**config.mk**
```make
export PLATFORM = sky130hd
export DESIGN_NAME = lru_stack_victim_select_unit
export DESIGN_NICKNAME = d
export VERILOG_FILES = /design/src/sv/lsvs_pkg.sv /design/src/sv/lru_stack_victim_select_unit.sv /design/src/sv/lsvs_ram.sv /design/src/sv/lsvs_cell.sv
export SDC_FILE = /design/constraint.sdc
export NUM_CORES = 2
export LEC_CHECK = 0
export ABC_AREA = 1
export BUFFER_PORTS_ARGS = -buffer_cell sky130_fd_sc_hd__buf_2
export CORE_MARGIN = 1.5
export CORE_UTILIZATION = 45
export CTS_CLUSTER_SIZE = 10
export DETAILED_ROUTE_END_ITERATION = 10
export PLACE_DENSITY_LB_ADDON = 0.2
export RECOVER_POWER = 50
export SYNTH_ARGS = -nofsm -noshare
export SYNTH_HDL_FRONTEND = slang
export SYNTH_SLANG_ARGS = --single-unit
```
**constraint.sdc**
```tcl
create_clock -name clk -period 5.95 [get_ports clk]
set_input_delay 0.2975 -clock clk [delete_from_list [all_inputs] [get_ports clk]]
set_output_delay 0.2975 -clock clk [all_outputs]
set_load 0.02 [all_outputs]
```
**src/sv/lsvs_pkg.sv**
```systemverilog
// ----------------------------------------------------------------------------
// lsvs_pkg
// Shared types and constants for the LRU stack victim select unit.
// ----------------------------------------------------------------------------
package lsvs_pkg;

    localparam int NUM_BUFFERS = 64;
    localparam int ID_W        = 6;
    localparam int ADDR_W      = $clog2(NUM_BUFFERS);

    // request kind codes as they arrive on the input item
    localparam logic [1:0] KIND_ACCESS = 2'd0;
    localparam logic [1:0] KIND_DELETE = 2'd1;
    localparam logic [1:0] KIND_VICTIM = 2'd2;
    localparam logic [1:0] KIND_PIN    = 2'd3;

    typedef logic [ID_W-1:0] id_t;

    typedef struct packed {
        logic [1:0] kind;
        id_t        buffer_index;
        logic       pin_flag;
    } req_t;

    typedef struct packed {
        id_t  victim_index;
        logic status;
    } rsp_t;

    // decoded operation broadcast to the cell chain
    typedef enum logic [2:0] {
        OP_NONE   = 3'd0,
        OP_ACCESS = 3'd1,
        OP_DELETE = 3'd2,
        OP_VICTIM = 3'd3,
        OP_PIN    = 3'd4
    } op_t;

    typedef struct packed {
        op_t  op;
        id_t  id;
        logic flag;
    } cmd_t;

    // one stack position: buffer id, occupancy, copy of that buffer's pin bit
    typedef struct packed {
        id_t  id;
        logic valid;
        logic pin;
    } entry_t;

    localparam entry_t ENTRY_EMPTY = '{id: '0, valid: 1'b0, pin: 1'b0};

endpackage

```
**src/sv/lru_stack_victim_select_unit.sv**
```systemverilog
// ----------------------------------------------------------------------------
// lru_stack_victim_select_unit
// Recency stack of buffer ids with pin-aware victim selection.
// ----------------------------------------------------------------------------
// For each item, the accept cycle first latches the request and reads
// the buffer's pin bit from the pin RAM, and the execute cycle lets the row of
// stack cells match, pick and shift in one step. A victim request returns one
// result item (id of the least recent unpinned buffer on the stack, or status
// 1 when there is none); the other kinds return nothing. The execute cycle of
// a victim request waits while an earlier result is still held and stalled.
// The pin RAM needs no clearing pass: a row of written flags makes unwritten
// entries read as unpinned.
module lru_stack_victim_select_unit (
    input  logic            clk,
    input  logic            rst_n,
    input  logic            req_valid,
    output logic            req_stall,
    input  lsvs_pkg::req_t  req,
    output logic            rsp_valid,
    input  logic            rsp_stall,
    output lsvs_pkg::rsp_t  rsp
);

    typedef enum logic [1:0] {
        ST_IDLE = 2'b01,
        ST_EXEC = 2'b10
    } state_t;

    state_t                             state_reg, state_next;
    lsvs_pkg::op_t                      op_reg, op_next;
    lsvs_pkg::id_t                      id_reg;
    logic                               flag_reg;
    logic                               front_known_reg;
    logic [lsvs_pkg::NUM_BUFFERS-1:0]   pin_wr_reg;
    logic                               rsp_valid_reg;
    lsvs_pkg::rsp_t                     rsp_reg;

    logic                               accept;
    logic                               advance;
    logic                               in_range;
    logic [lsvs_pkg::ADDR_W-1:0]        req_addr;
    logic [lsvs_pkg::ADDR_W-1:0]        exec_addr;
    logic                               pin_rd;
    logic                               pin_wr_en;
    lsvs_pkg::cmd_t                     cmd;
    lsvs_pkg::entry_t                   front_ent;

    lsvs_pkg::entry_t                   ent   [lsvs_pkg::NUM_BUFFERS];
    logic                               seen  [lsvs_pkg::NUM_BUFFERS+1];
    logic                               found [lsvs_pkg::NUM_BUFFERS+1];
    lsvs_pkg::id_t                      vid   [lsvs_pkg::NUM_BUFFERS+1];

    assign accept    = req_valid && (state_reg == ST_IDLE);
    assign req_stall = (state_reg != ST_IDLE);
    assign advance   = (state_reg == ST_EXEC) &&
                       ((op_reg != lsvs_pkg::OP_VICTIM) || !rsp_valid_reg || !rsp_stall);
    assign in_range  = (32'(req.buffer_index) < lsvs_pkg::NUM_BUFFERS);
    assign req_addr  = lsvs_pkg::ADDR_W'(req.buffer_index);
    assign exec_addr = lsvs_pkg::ADDR_W'(id_reg);
    assign pin_wr_en = advance && (op_reg == lsvs_pkg::OP_PIN);

    always_comb
    begin
        case (req.kind)
            lsvs_pkg::KIND_ACCESS: op_next = in_range ? lsvs_pkg::OP_ACCESS : lsvs_pkg::OP_NONE;
            lsvs_pkg::KIND_DELETE: op_next = in_range ? lsvs_pkg::OP_DELETE : lsvs_pkg::OP_NONE;
            lsvs_pkg::KIND_VICTIM: op_next = lsvs_pkg::OP_VICTIM;
            lsvs_pkg::KIND_PIN:    op_next = in_range ? lsvs_pkg::OP_PIN : lsvs_pkg::OP_NONE;
            default:               op_next = lsvs_pkg::OP_NONE;
        endcase
    end

    always_comb
    begin
        state_next = state_reg;
        case (state_reg)
            ST_IDLE:
            begin
                if (accept)
                begin
                    state_next = ST_EXEC;
                end
            end
            ST_EXEC:
            begin
                if (advance)
                begin
                    state_next = ST_IDLE;
                end
            end
            default:
            begin
                state_next = ST_IDLE;
            end
        endcase
    end

    always_ff @(posedge clk or negedge rst_n)
    begin
        if (!rst_n)
        begin
            state_reg     <= ST_IDLE;
            op_reg        <= lsvs_pkg::OP_NONE;
            pin_wr_reg    <= '0;
            rsp_valid_reg <= 1'b0;
        end
        else
        begin
            state_reg <= state_next;
            if (accept)
            begin
                op_reg <= op_next;
            end
            if (pin_wr_en)
            begin
                pin_wr_reg[exec_addr] <= 1'b1;
            end
            if (advance && (op_reg == lsvs_pkg::OP_VICTIM))
            begin
                rsp_valid_reg <= 1'b1;
            end
            else if (!rsp_stall)
            begin
                rsp_valid_reg <= 1'b0;
            end
        end
    end

    always_ff @(posedge clk)
    begin
        if (accept)
        begin
            id_reg          <= req.buffer_index;
            flag_reg        <= req.pin_flag;
            front_known_reg <= pin_wr_reg[req_addr];
        end
        if (advance && (op_reg == lsvs_pkg::OP_VICTIM))
        begin
            rsp_reg.victim_index <= vid[0];
            rsp_reg.status       <= !found[0];
        end
    end

    lsvs_ram #(
        .WIDTH (1),
        .DEPTH (lsvs_pkg::NUM_BUFFERS)
    ) u_pin_ram (
        .clk     (clk),
        .wr_en   (pin_wr_en),
        .wr_addr (exec_addr),
        .wr_data (flag_reg),
        .rd_en   (accept),
        .rd_addr (req_addr),
        .rd_data (pin_rd)
    );

    // hold the chain still unless the item completes this cycle
    assign cmd.op   = advance ? op_reg : lsvs_pkg::OP_NONE;
    assign cmd.id   = id_reg;
    assign cmd.flag = flag_reg;

    always_comb
    begin
        if (op_reg == lsvs_pkg::OP_VICTIM)
        begin
            front_ent = '{id: vid[0], valid: 1'b1, pin: 1'b0};
        end
        else
        begin
            front_ent = '{id: id_reg, valid: 1'b1, pin: pin_rd && front_known_reg};
        end
    end

    assign seen[0]                     = 1'b0;
    assign found[lsvs_pkg::NUM_BUFFERS] = 1'b0;
    assign vid[lsvs_pkg::NUM_BUFFERS]   = '0;

    for (genvar i = 0; i < lsvs_pkg::NUM_BUFFERS; i++)
    begin : g_cell
        lsvs_pkg::entry_t upper_ent;
        lsvs_pkg::entry_t lower_ent;

        if (i == 0)
        begin : g_head
            assign upper_ent = front_ent;
        end
        else
        begin : g_body
            assign upper_ent = ent[i-1];
        end

        if (i == lsvs_pkg::NUM_BUFFERS-1)
        begin : g_tail
            assign lower_ent = lsvs_pkg::ENTRY_EMPTY;
        end
        else
        begin : g_inner
            assign lower_ent = ent[i+1];
        end

        lsvs_cell u_cell (
            .clk       (clk),
            .rst_n     (rst_n),
            .cmd       (cmd),
            .upper_ent (upper_ent),
            .lower_ent (lower_ent),
            .seen_in   (seen[i]),
            .seen_out  (seen[i+1]),
            .found_in  (found[i+1]),
            .vid_in    (vid[i+1]),
            .found_out (found[i]),
            .vid_out   (vid[i]),
            .ent       (ent[i])
        );
    end

    assign rsp_valid = rsp_valid_reg;
    assign rsp       = rsp_reg;

endmodule

```
**src/sv/lsvs_ram.sv**
```systemverilog
// ----------------------------------------------------------------------------
// lsvs_ram
// Generic single-write, single-read RAM with registered read data.
// ----------------------------------------------------------------------------
module lsvs_ram #(
    parameter int WIDTH = 1,
    parameter int DEPTH = 64
) (
    input  logic                     clk,
    input  logic                     wr_en,
    input  logic [$clog2(DEPTH)-1:0] wr_addr,
    input  logic [WIDTH-1:0]         wr_data,
    input  logic                     rd_en,
    input  logic [$clog2(DEPTH)-1:0] rd_addr,
    output logic [WIDTH-1:0]         rd_data
);

    logic [WIDTH-1:0] mem_reg [DEPTH];
    logic [WIDTH-1:0] rd_data_reg;

    always_ff @(posedge clk)
    begin
        if (wr_en)
        begin
            mem_reg[wr_addr] <= wr_data;
        end
        if (rd_en)
        begin
            rd_data_reg <= mem_reg[rd_addr];
        end
    end

    assign rd_data = rd_data_reg;

endmodule

```
**src/sv/lsvs_cell.sv**
```systemverilog
// ----------------------------------------------------------------------------
// lsvs_cell
// One position of the recency stack. Matches the broadcast id, takes part in
// the hit prefix chain (toward deeper cells) and the victim chain (toward
// cell 0), and shifts its entry to or from a neighbor.
// ----------------------------------------------------------------------------
module lsvs_cell (
    input  logic                 clk,
    input  logic                 rst_n,
    input  lsvs_pkg::cmd_t       cmd,
    input  lsvs_pkg::entry_t     upper_ent,   // more recent neighbor
    input  lsvs_pkg::entry_t     lower_ent,   // less recent neighbor
    input  logic                 seen_in,     // hit in a more recent cell
    output logic                 seen_out,
    input  logic                 found_in,    // candidate in a less recent cell
    input  lsvs_pkg::id_t        vid_in,
    output logic                 found_out,
    output lsvs_pkg::id_t        vid_out,
    output lsvs_pkg::entry_t     ent
);

    lsvs_pkg::entry_t ent_reg;
    lsvs_pkg::entry_t ent_next;
    logic             match;
    logic             cand;

    assign match     = ent_reg.valid && (ent_reg.id == cmd.id);
    assign cand      = ent_reg.valid && !ent_reg.pin;
    assign seen_out  = seen_in || match;
    assign found_out = found_in || cand;
    // the deepest unpinned entry wins
    assign vid_out   = found_in ? vid_in : (cand ? ent_reg.id : '0);

    always_comb
    begin
        ent_next = ent_reg;
        case (cmd.op)
            lsvs_pkg::OP_ACCESS:
            begin
                // push down everything above the hit, or the whole run on a miss
                if (!seen_in && upper_ent.valid)
                begin
                    ent_next = upper_ent;
                end
            end
            lsvs_pkg::OP_VICTIM:
            begin
                if (found_in || cand)
                begin
                    ent_next = upper_ent;
                end
            end
            lsvs_pkg::OP_DELETE:
            begin
                // close the gap from the hit downward
                if (seen_in || match)
                begin
                    ent_next = lower_ent;
                end
            end
            lsvs_pkg::OP_PIN:
            begin
                if (match)
                begin
                    ent_next.pin = cmd.flag;
                end
            end
            default:
            begin
                ent_next = ent_reg;
            end
        endcase
    end

    always_ff @(posedge clk or negedge rst_n)
    begin
        if (!rst_n)
        begin
            ent_reg <= lsvs_pkg::ENTRY_EMPTY;
        end
        else
        begin
            ent_reg <= ent_next;
        end
    end

    assign ent = ent_reg;

endmodule

```
[Yosys cells after proc, flatten, opt, wreduce, memory -nomap -nowiden]
Memories as Yosys holds them, arrays and structs flattened. A register that Yosys moved wholly into a read port is not among the register bits.
Cells that the tools add are included.
Word-level totals
  flip-flop bits (word level): 597
  bits in latches: 0
  memory bits (writable): 64
  bits in read-only memories: 0
  memories: 1
Cells by class
  add/sub/neg operators: 0
  multiply operators: 0
  div/mod/pow operators: 0
  magnitude comparators: 3
  equal/unequal tests: 336
  shift-type cells: 0
  mux-type cells: 524
  bitwise gates (word level): 1
  reduce and logical (&&, ||, !) cells: 587
Memory list
  u_pin_ram.mem_reg: depth 64, width 1, read ports 1, clocked after Yosys merged registers in 1, wr ports 1, RTL line lsvs_ram.sv:18  | logic [WIDTH-1:0] mem_reg [DEPTH];
Operators by type and width (number)
  two-way mux 8 bit: 193
  one-hot mux 7 bit (3 select lines): 64
  two-way mux 6 bit: 126
  inequality test 2 x 1 -> 1 bit (second input constant): 258
  equality test 6 bit: 64
  AND reduction 5 bit: 64
  one-hot mux 1 bit (4 select lines): 64
  AND reduction 4 bit: 64
  logical AND 1 bit: 197
  zero test 1 bit: 130
  logical OR 1 bit: 128
  two-way mux 1 bit: 70
  OR 64 bit: 1
  < comparator 6 x 7 -> 1 bit (second input constant): 2
  one-hot mux 3 bit (4 select lines): 1
  equality test 3 x 2 -> 1 bit (second input constant): 3
  binary-select mux 1 bit (select 6 bit): 1
  demux 1 bit (select 6 bit): 1
  equality test 2 bit (second input constant): 3
  equality test 3 bit (second input constant): 2
  greater-or-equal comparator 6 x 1 -> 1 bit (second input constant): 1
  equality test 2 x 1 -> 1 bit (second input constant): 2
  two-way mux 2 bit: 2
  inequality test 2 bit (second input constant): 2
  other kinds (8): 8

[Depth between registers and ports, before layout]
  depth in word-level cells: 69
  mapped depth: 57

[By module]
A second synthesis with hierarchy kept.
Second synthesis, totals
  cells, all modules: 9227
  area, all modules: 58583.7 sq um
Modules (own cells, without submodules)
  lsvs_cell (g_cell[0].u_cell ...): times used 63, cells each 132, area an instance 802.0 sq um, seq. area each 200.2 sq um
  lru_stack_victim_select_unit: times used 1, cells each 455, area an instance 4184.0 sq um, seq. area each 2203.4 sq um
  lsvs_ram: times used 1, cells each 324, area an instance 3075.4 sq um, seq. area each 1951.9 sq um
  lsvs_cell (g_cell[18].u_cell): times used 1, cells each 132, area an instance 797.0 sq um, seq. area each 200.2 sq um

[Least setup slack after synthesis]
No wires, ideal clock.
  path kind: register to register
  start: register g_cell[63].u_cell.ent_reg, in the netlist g_cell[63].u_cell.ent[1]
  end: register g_cell[1].u_cell.ent_reg, in the netlist g_cell[1].u_cell.ent[5]
  setup time: 0.118 ns
  arrival time: 6.145 ns
  required time: 5.832 ns
  setup slack: -0.313 ns
  stages on the path, launching flop included: 54
  path buffers: 1
  period minus slack after synthesis: 6.263 ns
  cell sequence: dfrtp_1 > nand2_4 > nand2_2 > nor2_4 > nand2_4 > nor2_8 > nand2_4 > nor2_8 > nand2_4 > nor2_8 > nand2_4 > nor2_4 > nand2_4 > nor2_8 > nand2_4 > nor2_8 > nand2_4 > nor2_8 > [... 18 more ...] > nand4_4 > nor2_4 > nand4_4 > nor2_4 > nand4_4 > nor2_8 > nand4_4 > nor2_8 > nand4_4 > nor2_4 > nand2_2 > nor2_4 > nand2_1 > nand2_2 > nor2_2 > buf_6 > nand2_1 > o21ai_2
Between the ends
  word-level cells in the longest chain between the ends: 65
RTL lines
  from (decl): RTL line lsvs_cell.sv:22  | lsvs_pkg::entry_t ent_reg;
  from (signal assigned): RTL line lsvs_cell.sv:79  | ent_reg <= lsvs_pkg::ENTRY_EMPTY;
  from (signal assigned): RTL line lsvs_cell.sv:83  | ent_reg <= ent_next;
  logical AND 1 bit: RTL line lsvs_cell.sv:28  | assign cand = ent_reg.valid && !ent_reg.pin;
  logical OR 1 bit (61 in a row): RTL line lsvs_cell.sv:30  | assign found_out = found_in || cand;
  logical OR 1 bit: RTL line lsvs_cell.sv:48  | if (found_in || cand)
  inequality test 2 x 1 -> 1 bit (no source line)
  AND reduction 4 bit (no source line)
  to (signal assigned): RTL line lsvs_cell.sv:79
  to (signal assigned): RTL line lsvs_cell.sv:83
  to (decl): RTL line lsvs_cell.sv:22
No other way between the ends.
A chain may end at the register's enable or synchronous reset.

[Final worst setup path]
  start: register id_reg[1] (netlist: exec_addr[1])
  end: register g_cell[62].u_cell.ent_reg, in the netlist g_cell[62].u_cell.ent[6]
Between the ends
  word-level cells in the longest chain between the ends: 67
  elaborated cells on any way between the ends: 193
  those cells by class: eq/ne: 65; reduce/logical: 128
RTL lines
  from (decl): RTL line lru_stack_victim_select_unit.sv:31  | lsvs_pkg::id_t id_reg;
  from (signal assigned): RTL line lru_stack_victim_select_unit.sv:133  | id_reg <= req.buffer_index;
  equality test 6 bit: RTL line lsvs_cell.sv:27  | assign match = ent_reg.valid && (ent_reg.id == cmd.id);
  logical AND 1 bit: RTL line lsvs_cell.sv:27
  logical OR 1 bit (61 in a row): RTL line lsvs_cell.sv:29  | assign seen_out = seen_in || match;
  zero test 1 bit: RTL line lsvs_cell.sv:41  | if (!seen_in && upper_ent.valid)
  logical AND 1 bit: RTL line lsvs_cell.sv:41
  inequality test 2 x 1 -> 1 bit (no source line)
  AND reduction 4 bit (no source line) *
  to (signal assigned): RTL line lsvs_cell.sv:79
  to (signal assigned): RTL line lsvs_cell.sv:83
  to (decl): RTL line lsvs_cell.sv:22
Every way passes the cells marked *; elsewhere a longest branch is shown, timed or not.

==> flow_metrics.tcl <==
set metrics [dict create \
    synth_area_leaders "dfrtp_1 (35%), o21ai_0 (10%), nand2_1 (9.3%), o211ai_1 (8.1%), inv_1 (5.8%)" \
    syn_nets 5542 \
    violations "max-capacitance violations, max-slew violations, negative setup slack" \
    fmax_ghz 0.150 \
    die_area_mm2 0.0945 \
    syn_area_mm2 0.0417 \
    cts_max_level 3 \
    synth_seq_area_share_pct 40.7 \
    finalSetupTns_ns -48.00 \
    detailedPlacementHpwl_mm 104 \
    power.density_mw_per_mm2 484 \
    placed_area_mm2 0.0454 \
    pin_count 22 \
    clockBufferDepth 3 \
    worstPathArrival_ns 7.25 \
    drv_slew 302 \
    port-buffer-count 21 \
    wl_per_cell_um 22.0 \
    max_stage_delay_ns 0.42 \
    clock_latency_ns 0.67 \
    nets 5863 \
    viasPerCell 6.17 \
    area_delta_synth_final_pct 19.7 \
    first_pass_iters 8 \
    ant_nets 0 \
    num_vias 43800 \
    synth_edf_count 80 \
    status "complete, but fails checks" \
    p_leak_nw 20.7 \
    crit_top_cell "nand4_1" \
    start_util_pct 45.5 \
    ys.flop_type "dfrtp_1" \
    drive_gt1_share_pct 16.0 \
    cts_tree "built" \
    antenna_cells 0 \
    multi_input_area_mm2 0.0218 \
    cp-start-kind "flop" \
    regArea_mm2 0.0170 \
    maxSlewHeadroom_pct -311 \
    end_kind "flop" \
    worst_slew_pin_slew_ns 6.16 \
    post-synth-top-area-cell "dfrtp_1" \
    stdcell_area_mm2 0.0499 \
    rsz0062_at_grt "yes" \
    hold_viol_final 0 \
    cts.sinks 662 \
    crit_fanout 7 \
    globalplace.congestion 0.950 \
    synth.distinct_cells 69 \
    min_period_ns 6.65 \
    timing.max_cap.violations 5 \
    ir_worst_vdd_mv 0.231 \
    synth_top_area_share_pct 34.9 \
    grt-ovfl-total 0 \
    finClkSkew_ns 0.0296 \
    place_ws_ns -0.769 \
    fillers 8636 \
    die_h_um 307 \
    antenna_found_initial 2 \
    drt-initial-drc-count 5250 \
    hold_path_class "primary input to flop" \
    grt_usage_pct 31.8 \
    setup-violations-final 179 \
    largest_reg_flops 512 \
    critPathKind "flop to flop" \
    postSynthCellCount 5526 \
    chipWidth_um 307 \
    setup_slack_ns -0.700 \
    synth_warnings 0 \
    min_period_over_period_pct 112 \
    drc 0 \
    grt_pass1_vias 41300 \
    avgSynthCellArea_um2 7.54 \
    hold-worst-slack_ns 0.0559 \
    numCtsBuffers 82 \
    cp_data_required_time_ns 6.55 \
    clk_pin_slew_ns 0.06 \
    async_flop_share_pct 87.9 \
    grt_pass1_wl_mm 240 \
    regToRegSetupSlack_ns -0.70 \
    synth-seq-cells 662 \
    finalWirelength_mm 156 \
    core.rowCount 111 \
    cts.root.buffer_cell "clkbuf_16" \
    p_total_w 0.0242 \
    coreArea_mm2 0.0917 \
    crit_path_top_delay_cell "edfxtp_1" \
    grt_max_degree 156 \
]
## area by class of cell
cell class	instances	share of cell area [%]
multi-input combinational	3877	43.7
sequential	662	34.0
timing repair buffer	566	9.25
inverter	658	4.99
clock buffer	126	4.83
tap	1186	2.97
clock inverter	14	0.281
## cells by family (layout without fill, tap and decap cells)
| kind of cell | after synthesis | in the layout | share of synthesized area [%] |
|---|---|---|---|
| fa+ha+maj | 3 | 3 | 0.0901 |
| buf+inv | 995 | 1364 | 9.18 |
| xor+xnor | 93 | 93 | 1.95 |
| compound gates | 1875 | 1875 | 27.9 |
| simple gates | 1898 | 1906 | 20.2 |
| flops | 662 | 662 | 40.7 |
## stage by stage
stage / instances / utilization (%)
final: 7089 / 54.4
after global routing: 7089 / 54.4
after CTS: 7045 / 53.4
after detailed placement: 6820 / 49.5
after global placement: 6820 / 49.5
after floorplan: 5526 / -
## worst max-delay path: cells and delay by family, from the launching register on
family	cells	cell delay, ns
buffers and inverters	3	0.44
AND/OR/NAND/NOR	40	5.70
flip-flops	1	0.42
## layer usage
layer	routed length, µm	up-vias	track usage (%)
met2	69700	2184	49.3
met3	13600	388	4.69
met4	5040	2	10.4
met1	67300	21200	45.6
met5	15	-	0
li1	-	20000	-
## cell usage after synthesis (6+ instances only)
cell       number
nand2_1      1034
o21ai_0       851
inv_1         647
dfrtp_1       581
o211ai_1      450
nor2_1        402
clkbuf_1      277
nand3_1       159
o22ai_1       142
a21oi_1       136
nor3_1         87
a221oi_1       85
edfxtp_1       80
nand4_1        65
xnor2_1        55
xor2_1         38
or2_2          35
nor4_1         34
o221ai_1       34
o2111ai_1      33
buf_1          32
o21ai_1        25
a31oi_1        23
a2111oi_0      19
o311ai_0       14
a211oi_1       13
buf_2          13
nor2_8         12
nand2_2        11
nand2_4        11
nor2_2         11
nor2_4         11
buf_4           8
and3_1          7
nand4_4         7
o21ai_2         7
a31o_2          6
clkinv_1        6
## report_power, final
group	leakage [nW]	internal, W	switching, W	total [W]
Sequential	7.97	0.00616	0.00194	0.00810
Combinational	11.5	0.00433	0.00684	0.0112
Clock	1.23	0.00282	0.00207	0.00489
## worst paths after layout
check,startpoint,to,cells after the start
max,exec_addr[1],g_cell[62].u_cell.ent[6],43
min,req[7],op_reg[2],4
max reg2reg,exec_addr[1],g_cell[62].u_cell.ent[6],43
min reg2reg,pin_wr_reg[8],pin_wr_reg[8],2
max in group asynchronous,rst_n,g_cell[40].u_cell.ent[6],2
min in group asynchronous,rst_n,g_cell[14].u_cell.ent[4],2
## cell usage in the layout, fill, tap and decap left out, types with 38 or more instances in the layout
master	synthesis	routed
a21oi_1	136	126
a221oi_1	85	85
buf_4	8	464
buf_6	5	51
clkbuf_1	277	45
clkbuf_16	0	87
dfrtp_1	581	581
edfxtp_1	80	80
inv_1	647	636
nand2_1	1034	990
nand3_1	159	149
nand4_1	65	65
nor2_1	402	363
nor3_1	87	73
o211ai_1	450	450
o21ai_0	851	755
o21ai_1	25	110
o22ai_1	142	138
xnor2_1	55	55
xor2_1	38	38
## what timing repair did
action | in CTS | in global routing
hold buffers | 4 | 0
setup buffers | 77 | 37
pin swaps | 40 | 63
endpoints found under the hold margin | 95 | 0
gates resized for setup | 109 | 255
endpoints found under the setup margin | 175 | 299
gates cloned | 4 | 13
(Power assumes the default switching activity.)
